File: src/sv/htna_pkg.sv
package htna_pkg;

   // Edge defaults and the hardware ceiling on any edge
   localparam int unsigned DEFAULT_MAX_EDGE = 64;
   localparam int unsigned HW_EDGE_CAP      = 64;

   // 360 degrees in 1/64 degree units, rounding bias, reciprocal of 15 in Q16
   localparam int unsigned DIR_FULL   = 23040;
   localparam int unsigned ROUND_HALF = 3840;
   localparam int unsigned RECIP_15   = 4369;

   // Register stages from request to response
   localparam int unsigned PIPE_DEPTH = 8;

   typedef enum logic [0:0] {
      CSR_COLUMNS = 1'b0,
      CSR_ROWS    = 1'b1
   } csr_index_type;

   typedef enum logic [2:0] {
      SIDE_0 = 3'd0,
      SIDE_1 = 3'd1,
      SIDE_2 = 3'd2,
      SIDE_3 = 3'd3,
      SIDE_4 = 3'd4,
      SIDE_5 = 3'd5
   } side_type;

   typedef struct packed {
      logic [6:0] cols;
      logic [6:0] rows;
      logic [6:0] longer;
   } edges_type;

   typedef struct packed {
      logic [5:0]  hc;
      logic [5:0]  hr;
      logic [14:0] dir;
      logic [5:0]  ring;
   } front_type;

   typedef struct packed {
      logic [5:0] hc;
      logic [5:0] hr;
      logic [5:0] ring;
      logic [8:0] pos;
   } posn_type;

   // Clamp an edge register: zero becomes one, large values saturate at cap
   function automatic logic [6:0] edge_limit(input logic [6:0] v, input logic [6:0] cap);
      logic [6:0] r;
      r = v;
      if (v == 7'd0) r = 7'd1;
      else if (v > cap) r = cap;
      return r;
   endfunction

   // One restoring step of a remainder: subtract div shifted by sh if it fits
   function automatic logic [7:0] mod_step(input logic [7:0] rem, input logic [6:0] div,
                                           input int unsigned sh);
      logic [14:0] shifted;
      logic [14:0] wide;
      shifted = 15'(div) << sh;
      wide    = {7'd0, rem};
      if (wide >= shifted) wide = wide - shifted;
      return wide[7:0];
   endfunction

endpackage

File: src/sv/hex_torus_neighbour_address.sv
// Hexagonal ring neighbour address on a torus grid.
//
// Request: pulse start with req_home_col, req_home_row, req_direction_deg64
// and req_ring_distance. busy is always low, so a request is taken on every
// cycle that start is high: one request per clock, back to back.
// Response: rsp_valid is high for one cycle with rsp_cell_col/rsp_cell_row.
// Results come out in request order. The
// receiver cannot stall; the response must be taken in its cycle.
// The design is an 8-stage pipeline: ring and home reductions by
// restoring remainder steps (two stages), the position product, the
// reciprocal divide by 15 and its correction, side split, and two stages of
// offset reduction and torus wrap.
// Configuration: csr_we with csr_index (columns, rows) and csr_wdata writes
// an edge register; write only while no request is in flight.
// Reset: synchronous; clears the pipeline valid bits and sets both edges to
// the largest supported edge.
module hex_torus_neighbour_address
   import htna_pkg::*;
#(
   parameter int unsigned MAX_EDGE = DEFAULT_MAX_EDGE
) (
   input  logic          clock,
   input  logic          reset,
   input  logic          start,
   output logic          busy,
   input  logic [5:0]    req_home_col,
   input  logic [5:0]    req_home_row,
   input  logic [15:0]   req_direction_deg64,
   input  logic [7:0]    req_ring_distance,
   output logic          rsp_valid,
   output logic [5:0]    rsp_cell_col,
   output logic [5:0]    rsp_cell_row,
   input  logic          csr_we,
   input  csr_index_type csr_index,
   input  logic [6:0]    csr_wdata
);

   localparam int unsigned EDGE_CAP = (MAX_EDGE < HW_EDGE_CAP) ? MAX_EDGE : HW_EDGE_CAP;
   localparam logic [6:0]  CAP_V    = 7'(EDGE_CAP);

   logic [6:0] cols_ff, cols_in;
   logic [6:0] rows_ff, rows_in;
   edges_type  edges;
   logic       accept;
   logic       front_valid, pos_valid;
   front_type  front_data;
   posn_type   pos_data;

   // Store edges already clamped, so every stage sees legal values
   always_comb begin
      cols_in = cols_ff;
      rows_in = rows_ff;
      if (csr_we) begin
         unique case (csr_index)
            CSR_COLUMNS: cols_in = edge_limit(csr_wdata, CAP_V);
            CSR_ROWS:    rows_in = edge_limit(csr_wdata, CAP_V);
            default:     cols_in = cols_ff;
         endcase
      end
   end

   always_ff @(posedge clock) begin
      if (reset) begin
         cols_ff <= CAP_V;
         rows_ff <= CAP_V;
      end else begin
         cols_ff <= cols_in;
         rows_ff <= rows_in;
      end
   end

   assign edges.cols   = cols_ff;
   assign edges.rows   = rows_ff;
   assign edges.longer = (cols_ff > rows_ff) ? cols_ff : rows_ff;

   // Pipeline never stalls: always ready for a request
   assign busy   = 1'b0;
   assign accept = start && !busy;

   htna_front u_front (
      .clock           (clock),
      .reset           (reset),
      .in_valid        (accept),
      .home_col        (req_home_col),
      .home_row        (req_home_row),
      .direction_deg64 (req_direction_deg64),
      .ring_distance   (req_ring_distance),
      .edges           (edges),
      .out_valid       (front_valid),
      .out_data        (front_data)
   );

   htna_pos u_pos (
      .clock     (clock),
      .reset     (reset),
      .in_valid  (front_valid),
      .in_data   (front_data),
      .out_valid (pos_valid),
      .out_data  (pos_data)
   );

   htna_wrap u_wrap (
      .clock     (clock),
      .reset     (reset),
      .in_valid  (pos_valid),
      .in_data   (pos_data),
      .edges     (edges),
      .out_valid (rsp_valid),
      .cell_col  (rsp_cell_col),
      .cell_row  (rsp_cell_row)
   );

endmodule

File: src/sv/htna_front.sv
module htna_front
   import htna_pkg::*;
(
   input  logic        clock,
   input  logic        reset,
   input  logic        in_valid,
   input  logic [5:0]  home_col,
   input  logic [5:0]  home_row,
   input  logic [15:0] direction_deg64,
   input  logic [7:0]  ring_distance,
   input  edges_type   edges,
   output logic        out_valid,
   output front_type   out_data
);

   logic        valid1_ff;
   logic [5:0]  hc1_ff, hc1_in;
   logic [5:0]  hr1_ff, hr1_in;
   logic [14:0] dir1_ff, dir1_in;
   logic [7:0]  ring1_ff, ring1_in;
   logic        valid2_ff;
   front_type   out_ff, out_in;

   // Stage 1: fold direction into one turn, wrap home cell, upper ring steps
   always_comb begin
      logic [7:0] rc;
      logic [7:0] rr;
      logic [7:0] rd;
      if (direction_deg64 >= 16'(2 * DIR_FULL)) begin
         dir1_in = 15'(direction_deg64 - 16'(2 * DIR_FULL));
      end else if (direction_deg64 >= 16'(DIR_FULL)) begin
         dir1_in = 15'(direction_deg64 - 16'(DIR_FULL));
      end else begin
         dir1_in = direction_deg64[14:0];
      end
      rc = {2'b00, home_col};
      rr = {2'b00, home_row};
      for (int k = 5; k >= 0; k--) begin
         rc = mod_step(rc, edges.cols, k);
         rr = mod_step(rr, edges.rows, k);
      end
      hc1_in = rc[5:0];
      hr1_in = rr[5:0];
      rd = ring_distance;
      for (int k = 7; k >= 4; k--) begin
         rd = mod_step(rd, edges.longer, k);
      end
      ring1_in = rd;
   end

   // Stage 2: finish the ring distance remainder
   always_comb begin
      logic [7:0] rd;
      rd = ring1_ff;
      for (int k = 3; k >= 0; k--) begin
         rd = mod_step(rd, edges.longer, k);
      end
      out_in.hc   = hc1_ff;
      out_in.hr   = hr1_ff;
      out_in.dir  = dir1_ff;
      out_in.ring = rd[5:0];
   end

   // Advance valid bits
   always_ff @(posedge clock) begin
      if (reset) begin
         valid1_ff <= 1'b0;
         valid2_ff <= 1'b0;
      end else begin
         valid1_ff <= in_valid;
         valid2_ff <= valid1_ff;
      end
   end

   // Advance payload
   always_ff @(posedge clock) begin
      hc1_ff   <= hc1_in;
      hr1_ff   <= hr1_in;
      dir1_ff  <= dir1_in;
      ring1_ff <= ring1_in;
      out_ff   <= out_in;
   end

   assign out_valid = valid2_ff;
   assign out_data  = out_ff;

endmodule

File: src/sv/htna_pos.sv
module htna_pos
   import htna_pkg::*;
(
   input  logic      clock,
   input  logic      reset,
   input  logic      in_valid,
   input  front_type in_data,
   output logic      out_valid,
   output posn_type  out_data
);

   logic        valid3_ff, valid4_ff, valid5_ff;
   logic [12:0] y3_ff, y3_in;
   logic [5:0]  hc3_ff, hr3_ff, dist3_ff;
   logic [12:0] y4_ff;
   logic [8:0]  q4_ff, q4_in;
   logic [5:0]  hc4_ff, hr4_ff, dist4_ff;
   posn_type    out_ff, out_in;

   // Stage 3: scaled position 2*D*d + bias, then drop the factor 512
   always_comb begin
      logic [20:0] prod;
      logic [21:0] x;
      prod  = 21'(in_data.dir) * 21'(in_data.ring);
      x     = {prod, 1'b0} + 22'(ROUND_HALF);
      y3_in = x[21:9];
   end

   // Stage 4: estimate the quotient by 15 with a Q16 reciprocal
   always_comb begin
      logic [25:0] m;
      m     = 26'(y3_ff) * 26'(RECIP_15);
      q4_in = m[24:16];
   end

   // Stage 5: correct the estimate, fold a full perimeter back to zero
   always_comb begin
      logic [12:0] r;
      logic [8:0]  p;
      logic [8:0]  six_d;
      r     = y4_ff - (13'({q4_ff, 4'b0000}) - 13'(q4_ff));
      p     = (r >= 13'd15) ? q4_ff + 9'd1 : q4_ff;
      six_d = 9'(dist4_ff) * 9'd6;
      if (p >= six_d) p = 9'd0;
      out_in.hc   = hc4_ff;
      out_in.hr   = hr4_ff;
      out_in.ring = dist4_ff;
      out_in.pos  = p;
   end

   // Advance valid bits
   always_ff @(posedge clock) begin
      if (reset) begin
         valid3_ff <= 1'b0;
         valid4_ff <= 1'b0;
         valid5_ff <= 1'b0;
      end else begin
         valid3_ff <= in_valid;
         valid4_ff <= valid3_ff;
         valid5_ff <= valid4_ff;
      end
   end

   // Advance payload
   always_ff @(posedge clock) begin
      y3_ff    <= y3_in;
      hc3_ff   <= in_data.hc;
      hr3_ff   <= in_data.hr;
      dist3_ff <= in_data.ring;
      y4_ff    <= y3_ff;
      q4_ff    <= q4_in;
      hc4_ff   <= hc3_ff;
      hr4_ff   <= hr3_ff;
      dist4_ff <= dist3_ff;
      out_ff   <= out_in;
   end

   assign out_valid = valid5_ff;
   assign out_data  = out_ff;

endmodule

File: src/sv/htna_wrap.sv
module htna_wrap
   import htna_pkg::*;
(
   input  logic       clock,
   input  logic       reset,
   input  logic       in_valid,
   input  posn_type   in_data,
   input  edges_type  edges,
   output logic       out_valid,
   output logic [5:0] cell_col,
   output logic [5:0] cell_row
);

   logic              valid6_ff, valid7_ff, valid8_ff;
   logic signed [6:0] dc6_ff, dc6_in, dr6_ff, dr6_in;
   logic [5:0]        hc6_ff, hr6_ff;
   logic [5:0]        uc7_ff, uc7_in, ur7_ff, ur7_in;
   logic              nc7_ff, nr7_ff;
   logic [5:0]        hc7_ff, hr7_ff;
   logic [5:0]        col8_ff, col8_in, row8_ff, row8_in;

   // Stage 6: split the position into side and offset, form the cell offset
   always_comb begin
      logic [8:0]        mult [1:5];
      logic [2:0]        cnt;
      logic [8:0]        base;
      logic signed [6:0] d;
      logic signed [6:0] o;
      side_type          side;
      cnt = 3'd0;
      for (int k = 1; k <= 5; k++) begin
         mult[k] = 9'(in_data.ring) * 9'(k);
         if (in_data.pos >= mult[k]) cnt = cnt + 3'd1;
      end
      side = side_type'(cnt);
      case (side)
         SIDE_1:  base = mult[1];
         SIDE_2:  base = mult[2];
         SIDE_3:  base = mult[3];
         SIDE_4:  base = mult[4];
         SIDE_5:  base = mult[5];
         default: base = 9'd0;
      endcase
      d = $signed({1'b0, in_data.ring});
      o = $signed(7'(in_data.pos - base));
      case (side)
         SIDE_0:  begin dc6_in = o;      dr6_in = -d;     end
         SIDE_1:  begin dc6_in = d;      dr6_in = o - d;  end
         SIDE_2:  begin dc6_in = d - o;  dr6_in = o;      end
         SIDE_3:  begin dc6_in = -o;     dr6_in = d;      end
         SIDE_4:  begin dc6_in = -d;     dr6_in = d - o;  end
         default: begin dc6_in = o - d;  dr6_in = -o;     end
      endcase
      if (in_data.ring == 6'd0) begin
         dc6_in = 7'sd0;
         dr6_in = 7'sd0;
      end
   end

   // Stage 7: reduce the offset magnitudes modulo the edges
   always_comb begin
      logic [6:0] mc;
      logic [6:0] mr;
      logic [7:0] rc;
      logic [7:0] rr;
      mc = dc6_ff[6] ? 7'(-dc6_ff) : 7'(dc6_ff);
      mr = dr6_ff[6] ? 7'(-dr6_ff) : 7'(dr6_ff);
      rc = {1'b0, mc};
      rr = {1'b0, mr};
      for (int k = 5; k >= 0; k--) begin
         rc = mod_step(rc, edges.cols, k);
         rr = mod_step(rr, edges.rows, k);
      end
      uc7_in = rc[5:0];
      ur7_in = rr[5:0];
   end

   // Stage 8: apply the sign, add to home, one wrap into the grid
   always_comb begin
      logic [6:0] ac;
      logic [6:0] ar;
      logic [7:0] sc;
      logic [7:0] sr;
      ac = (nc7_ff && uc7_ff != 6'd0) ? edges.cols - 7'(uc7_ff) : 7'(uc7_ff);
      ar = (nr7_ff && ur7_ff != 6'd0) ? edges.rows - 7'(ur7_ff) : 7'(ur7_ff);
      sc = 8'(hc7_ff) + 8'(ac);
      sr = 8'(hr7_ff) + 8'(ar);
      if (sc >= 8'(edges.cols)) sc = sc - 8'(edges.cols);
      if (sr >= 8'(edges.rows)) sr = sr - 8'(edges.rows);
      col8_in = sc[5:0];
      row8_in = sr[5:0];
   end

   // Advance valid bits
   always_ff @(posedge clock) begin
      if (reset) begin
         valid6_ff <= 1'b0;
         valid7_ff <= 1'b0;
         valid8_ff <= 1'b0;
      end else begin
         valid6_ff <= in_valid;
         valid7_ff <= valid6_ff;
         valid8_ff <= valid7_ff;
      end
   end

   // Advance payload
   always_ff @(posedge clock) begin
      dc6_ff  <= dc6_in;
      dr6_ff  <= dr6_in;
      hc6_ff  <= in_data.hc;
      hr6_ff  <= in_data.hr;
      uc7_ff  <= uc7_in;
      ur7_ff  <= ur7_in;
      nc7_ff  <= dc6_ff[6];
      nr7_ff  <= dr6_ff[6];
      hc7_ff  <= hc6_ff;
      hr7_ff  <= hr6_ff;
      col8_ff <= col8_in;
      row8_ff <= row8_in;
   end

   assign out_valid = valid8_ff;
   assign cell_col  = col8_ff;
   assign cell_row  = row8_ff;

endmodule

File: config.mk
export PLATFORM = sky130hd
export DESIGN_NAME = hex_torus_neighbour_address
export DESIGN_NICKNAME = d
export VERILOG_FILES = /design/src/sv/htna_pkg.sv /design/src/sv/hex_torus_neighbour_address.sv /design/src/sv/htna_front.sv /design/src/sv/htna_pos.sv /design/src/sv/htna_wrap.sv
export SDC_FILE = /design/constraint.sdc
export NUM_CORES = 1
export LEC_CHECK = 0
export BUFFER_PORTS_ARGS = -buffer_cell sky130_fd_sc_hd__buf_2
export CAP_MARGIN = 0
export CORE_MARGIN = 1
export CORE_UTILIZATION = 59
export DETAILED_ROUTE_END_ITERATION = 8
export PLACE_DENSITY_LB_ADDON = 0.25
export SLEW_MARGIN = 20
export SYNTH_ARGS = -nofsm -noshare
export SYNTH_HDL_FRONTEND = slang
export SYNTH_HIERARCHICAL = 1
export SYNTH_SLANG_ARGS = --single-unit
File: constraint.sdc
create_clock -name clock -period 11.2 [get_ports clock]
set_input_delay 0 -clock clock [delete_from_list [all_inputs] [get_ports clock]]
set_output_delay 0 -clock clock [all_outputs]
set_load 0.01 [all_outputs]
## Word level (Yosys, flattened, before mapping)

Cells that the tools add are included.

- Input bits: 48
- Flip-flop bits (word level): 252
- Output and inout bits: 14
- Word-level logic and storage cells: 215

- Equality and inequality tests: 5
- Add/subtract/negate cells: 55
- Magnitude comparators: 45
- Bitwise logic cells: 1
- Multipliers: 5
- Reduce and logical (&&, ||, !) cells: 9
- Mux-type cells: 52

Operators with widths:

| operator | count |
|---|---|
| 2-to-1 mux 8 bit | 27 |
| subtractor 8 bit | 23 |
| one-hot mux 7 bit (5 select lines) | 3 |
| >= comparator 8 x 7 -> 1 bit | 7 |
| >= comparator 8 x 11 -> 1 bit | 5 |
| >= comparator 8 x 10 -> 1 bit | 5 |
| 2-to-1 mux 7 bit | 7 |
| >= comparator 8 x 9 -> 1 bit | 5 |
| 2-to-1 mux 6 bit | 7 |
| subtractor 6 bit | 7 |
| >= comparator 8 bit | 5 |
| 2-to-1 mux 15 bit | 2 |
| multiplier 13 x 13 -> 25 bit (second input constant) | 1 |
| >= comparator 6 x 12 -> 1 bit | 2 |
| >= comparator 7 x 12 -> 1 bit | 2 |
| adder 22 x 12 -> 22 bit (second input constant) | 1 |
| multiplier 15 x 6 -> 21 bit | 1 |
| negation 7 bit | 3 |
| subtractor 7 bit | 3 |
| >= comparator 9 x 8 -> 1 bit | 2 |
| >= comparator 9 bit | 2 |
| adder 6 x 7 -> 8 bit | 2 |
| >= comparator 16 x 15 -> 1 bit (second input constant) | 1 |
| >= comparator 16 bit (second input constant) | 1 |
| 34 further kinds | 48 |

## Logic depth before layout (Yosys ltp)

- Depth after elaboration: 15
- Depth in mapped cells: 53
- Mapped depth without buffers: 51

## Hierarchy

The synthesis kept the hierarchy.

Modules (own cells, without submodules):

| module | cells an instance | times used | seq. area each (um^2) | area an instance (um^2) |
|---|---|---|---|---|
| htna_wrap | 1,196 | 1 | 1,341.3 | 9,834.4 |
| htna_pos | 786 | 1 | 2,021.9 | 7,783.7 |
| htna_front | 792 | 1 | 1,401.3 | 6,750.2 |
| hex_torus_neighbour_address | 97 | 1 | 280.3 | 819.5 |

## Least setup slack after synthesis

No wires, ideal clock.

- Path type: flip-flop to flip-flop
- Start: register rows_ff[1]
- End: register u_wrap.ur7_ff[1]
- Period minus slack after synthesis: 10.854 ns
- Library setup time: 0.121 ns
- Required time: 11.079 ns
- Path buffers: 2
- Cell stages (with the launch flop): 49
- Setup slack: 0.346 ns
- Arrival: 10.733 ns
- Cells stage by stage: dfxtp_1 -> inv_1 -> ha_1 -> and3_1 -> nand3_1 -> a2111oi_4 -> mux2_2 -> inv_1 -> ha_1 -> nor2b_1 -> o21ai_0 -> a21oi_1 -> a311oi_1 -> o21ai_0 -> nand2_1 -> inv_1 -> ha_1 -> nor2b_1 -> [... 13 more ...] -> mux2i_1 -> ha_1 -> nor2b_1 -> o21a_1 -> o21a_1 -> o31a_1 -> o31ai_1 -> nand2b_1 -> clkbuf_1 -> mux2_2 -> ha_1 -> and3_1 -> a31oi_1 -> o21ai_0 -> a21o_1 -> a21oi_1 -> o211ai_2 -> mux2_2

- Cells in the longest elaborated chain, start to end: 12
- Elaborated cells between the ends (all ways): 18
- Those cells by class: add/sub: 6; order compare: 6; mux: 6

RTL lines:

| what | line | text |
|---|---|---|
| from (decl) | hex_torus_neighbour_address.sv:42 | `logic [6:0] rows_ff, rows_in;` |
| from (signal assigned) | hex_torus_neighbour_address.sv:68 | `rows_ff <= rows_in;` |
| >= comparator 7 x 12 -> 1 bit or subtractor 7 x 8 -> 8 bit (tied branches) | htna_pkg.sv:65 | `if (wide >= shifted) wide = wide - shifted;` |
| 2-to-1 mux 8 bit | htna_pkg.sv:65 |  |
| >= comparator 8 x 11 -> 1 bit or subtractor 8 bit (tied branches) | htna_pkg.sv:65 |  |
| 2-to-1 mux 8 bit | htna_pkg.sv:65 |  |
| subtractor 8 bit or >= comparator 8 x 10 -> 1 bit (tied branches) | htna_pkg.sv:65 |  |
| 2-to-1 mux 8 bit | htna_pkg.sv:65 |  |
| subtractor 8 bit or >= comparator 8 x 9 -> 1 bit (tied branches) | htna_pkg.sv:65 |  |
| 2-to-1 mux 8 bit | htna_pkg.sv:65 |  |
| subtractor 8 bit or >= comparator 8 bit (tied branches) | htna_pkg.sv:65 |  |
| 2-to-1 mux 8 bit | htna_pkg.sv:65 |  |
| >= comparator 8 x 7 -> 1 bit or subtractor 6 bit (tied branches) | htna_pkg.sv:65 |  |
| 2-to-1 mux 6 bit * | htna_pkg.sv:65 |  |
| net u_wrap.ur7_in[1] | htna_wrap.sv:17 | `logic [5:0] uc7_ff, uc7_in, ur7_ff, ur7_in;` |
| to (signal assigned) | htna_wrap.sv:114 | `ur7_ff <= ur7_in;` |
| to (decl) | htna_wrap.sv:17 |  |

Mark *: on every way through the listed nets, which the timed path passes. The rest lies on a longest branch.
A chain may end at the register's enable or synchronous reset.

## Worst setup path after layout

- Start: register u_wrap.dr6_ff[2]
- End: register u_wrap.ur7_ff[2]

- Cells in the longest elaborated chain, start to end: 14
- Elaborated cells between the ends (all ways): 20
- Those cells by class: add/sub: 7; order compare: 6; mux: 7

RTL lines:

| what | line | text |
|---|---|---|
| from (decl) | htna_wrap.sv:15 | `logic signed [6:0] dc6_ff, dc6_in, dr6_ff, dr6_in;` |
| from (signal assigned) | htna_wrap.sv:110 | `dr6_ff <= dr6_in;` |
| negation 7 bit | htna_wrap.sv:67 | `mr = dr6_ff[6] ? 7'(-dr6_ff) : 7'(dr6_ff);` |
| 2-to-1 mux 7 bit * | htna_wrap.sv:67 |  |
| >= comparator 7 x 12 -> 1 bit or subtractor 7 x 8 -> 8 bit (tied branches) | htna_pkg.sv:65 |  |
| 2-to-1 mux 8 bit * | htna_pkg.sv:65 |  |
| >= comparator 8 x 11 -> 1 bit or subtractor 8 bit (tied branches) | htna_pkg.sv:65 |  |
| 2-to-1 mux 8 bit * | htna_pkg.sv:65 |  |
| subtractor 8 bit or >= comparator 8 x 10 -> 1 bit (tied branches) | htna_pkg.sv:65 |  |
| 2-to-1 mux 8 bit * | htna_pkg.sv:65 |  |
| subtractor 8 bit or >= comparator 8 x 9 -> 1 bit (tied branches) | htna_pkg.sv:65 |  |
| 2-to-1 mux 8 bit * | htna_pkg.sv:65 |  |
| subtractor 8 bit or >= comparator 8 bit (tied branches) | htna_pkg.sv:65 |  |
| 2-to-1 mux 8 bit * | htna_pkg.sv:65 |  |
| >= comparator 8 x 7 -> 1 bit or subtractor 6 bit (tied branches) | htna_pkg.sv:65 |  |
| 2-to-1 mux 6 bit * | htna_pkg.sv:65 |  |
| net u_wrap.ur7_in[2] | htna_wrap.sv:17 |  |

Marks and branches as above.

==> run metrics <==
status complete, no violations; router iterations before antenna repair 5; CP Launch Point u_wrap/dr6_ff[2]$_SDFF_PN0_; Worst path max stage delay 530 ps; die boundary height 209 um; Slew HR 28.8%; Startpoint Class register; unrepaired setup endpoints after global routing yes; #FFs+latches synth 252; Final period util 94.9%; met3 wire length 2840 um; DRC viols 0; largest net degree at the start of global routing 35; yosys warns 6; clk slew on worst S/H paths 60 ps; Final Util 66.3%; Metal-1 WL 27100 um; clock skew after layout 10.2 ps; Post-Syn Nets 3426; final count of pins violating max slew 0; Layout Nets 3566; detailed-route wire length 61700 um; layout cells sized above 1 9.89%; crit-path max FO 9; Final ANT Viol Nets 0; area grow syn2layout 10.7%; first-pass GRT wire length 103000 um; multi-input logic area 0.0187 mm2; worst reg2reg startpoint u_wrap/dr6_ff[2]$_SDFF_PN0_; Synth area leaders ha_1 (20%), dfxtp_1 (20%), fa_1 (8.2%); # rows 75; crit path kind reg2reg; worst setup path end u_wrap/ur7_ff[2]$_DFF_P_; Setup TNS 0 ps; share of the synthesized area in the top cell type 20.1%; highest metal used met5; maxcap violations 0; RD Place Congestion 0.947; post-synthesis sequential area ratio 20.0%; R2R Path End u_wrap/ur7_ff[2]$_DFF_P_; metal2 WL 30000 um; Worst Tran Pin Value 1040 ps; fin crit period 10630 ps; wire per inst 17.3 um; DIE AREA 0.0435 mm2; most numerous cell in the Yosys netlist ha_1; Root Buffer clkbuf_16; # port buffers 60; Synth top cells by count ha_1 (404), inv_1 (359), dfxtp_1 (252), nand2_1 (189), a21oi_1 (172); Cell Area, Placed 0.0262 mm2; synthesized area per cell 8.77 um2; Inserted Clock Buffers 28; Fillers 3430; hold slack 61.7 ps; hold crit path type in2reg; Clock Path Buffers 3; post-DP HPWL 48000 um; Post-Syn Area 0.0252 mm2; Via density 5.95; die width 209 um; FMAX 94.0 MHz; EDFF count, synth 0; Initial DRC Count 1418; Async SR Flop Fraction 0%; WP data arrival 11080 ps; Setup-failing EPs final 0; WP data required 11650 ps; I/O pin cnt 62; Sink Count 252; Post-Syn Instances 2871; routed via count 21281; grt ovf 0; slowest CP cell a2111oi_4; leading area contributor after synthesis ha_1; final instance area 0.0279 mm2; CP Capture Type register; initial antenna violation count 4; core region area 0.0420 mm2; Cell variety after synth 117; H-tree lvl count 1; R2R Setup Slk 570 ps; vias in the first global route 21485; Post-synth top flop dfxtp_1; Final Hold Fails 0; register area 0.00504 mm2; Worst Reg-to-Reg Cells 48; Worst-Skew Late Latency 560 ps; Initial Util 59.9%; Global Route Usage Sum 28.2%; CTS tree built
## logic make-up (layout without fill, tap and decap cells)
family | Yosys count | count (layout) | share of synthesized area, %
other cells | 1 | 4 | 0.0149
flops | 252 | 252 | 20.0
mux | 112 | 112 | 5.01
xor+xnor | 194 | 194 | 7.09
compound gates | 688 | 688 | 18.7
simple gates | 709 | 709 | 14.6
fa+ha+maj | 507 | 507 | 28.3
buf+inv | 408 | 570 | 6.25
## sequential cells by signal (all words and copies together) (netlist names), 7 cells and up
register	flops
u_wrap/dr6_ff	7
u_front/out_data	33
cols_ff	7
u_pos/out_data	27
u_front/dir1_ff	15
u_wrap/dc6_ff	7
u_pos/y4_ff	13
rows_ff	7
u_pos/y3_ff	13
u_front/ring1_ff	8
u_pos/q4_ff	9
## cell usage in the layout (no fill, tap or decap), types with 10 or more instances in the layout
cell type      instances
and2_1                53
nor3b_1               11
mux2_2                56
mux2i_1               36
and3_1                13
nor2_1               151
fa_1                 103
nand3b_1              15
o31ai_1               10
nor2b_1               63
o21ai_1               44
xor2_1                52
a31oi_1               25
clkbuf_16             29
inv_1                359
ha_1                 401
dfxtp_1              252
buf_2                 60
o211ai_1              17
a21o_1                71
mux2_4                10
o21ai_0              104
nand4_1               20
a211oi_1              19
dlygate4sd3_1         56
o31a_1                13
or3_1                 15
nor3_1                39
nand3_1               50
o21bai_1              25
nand2_1              189
xnor2_1              135
buf_4                 38
nand2b_1              20
a21oi_1              171
o21a_1                40
## worst max-delay path: cells and delay by family, from the launching register on
family / cells / cell delay [ps]
AO/OA/AOI/OAI: 20 / 3960
AND/OR/NAND/NOR: 11 / 1990
flip-flops: 1 / 370
adder cells (fa/ha/maj): 6 / 2010
buffers and inverters: 5 / 780
XOR/XNOR: 1 / 120
multiplexers: 5 / 1270
## worst min-delay path by stage
| stage | start | end | slack [ps] | cells after the start |
|---|---|---|---|---|
| finish | req_home_col[1] | u_front/hc1_ff[1]$_DFF_P_ | 60 | 4 |
| global route | req_ring_distance[0] | u_front/ring1_ff[0]$_DFF_P_ | 90 | 2 |
| CTS | req_home_col[1] | u_front/hc1_ff[1]$_DFF_P_ | 30 | 4 |
| detailed placement | req_direction_deg64[6] | u_front/dir1_ff[6]$_DFF_P_ | 120 | 1 |
| global placement | req_ring_distance[3] | u_front/ring1_ff[3]$_DFF_P_ | 110 | 1 |
| floorplan | req_direction_deg64[0] | u_front/dir1_ff[0]$_DFF_P_ | 30 | 0 |
## cell type report
class                      count  area share, %
clock inverter                12          0.476
clock buffer                  40           2.93
multi-input combinational   2211           67.0
timing repair buffer         156           4.15
tap                          539           2.42
antenna                        3         0.0269
inverter                     362           4.87
sequential                   252           18.1
## stage by stage
step           instances  setup slack (ps)
6_report            3575               566
4_1_cts             3561              46.7
5_1_grt             3574             -63.1
2_1_floorplan       2871               346
3_3_place_gp        3453               443
3_5_place_dp        3453               138
## what timing repair did
action / in CTS / in global routing
hold buffers: 56 / 0
endpoints found under the setup margin: 0 / 18
setup buffers: 0 / 9
gates resized for setup: 0 / 35
endpoints found under the hold margin: 46 / 0
## routing by layer
metal | vias to the layer above | track usage, %
li1 | 10346 | -
met1 | 10210 | 35.8
met4 | 2 | 9.18
met2 | 582 | 49.9
met3 | 141 | 3.08
met5 | - | 0
Power is not shown: default switching activity piles up to over one toggle a cycle in this logic, so the estimate is an artifact.
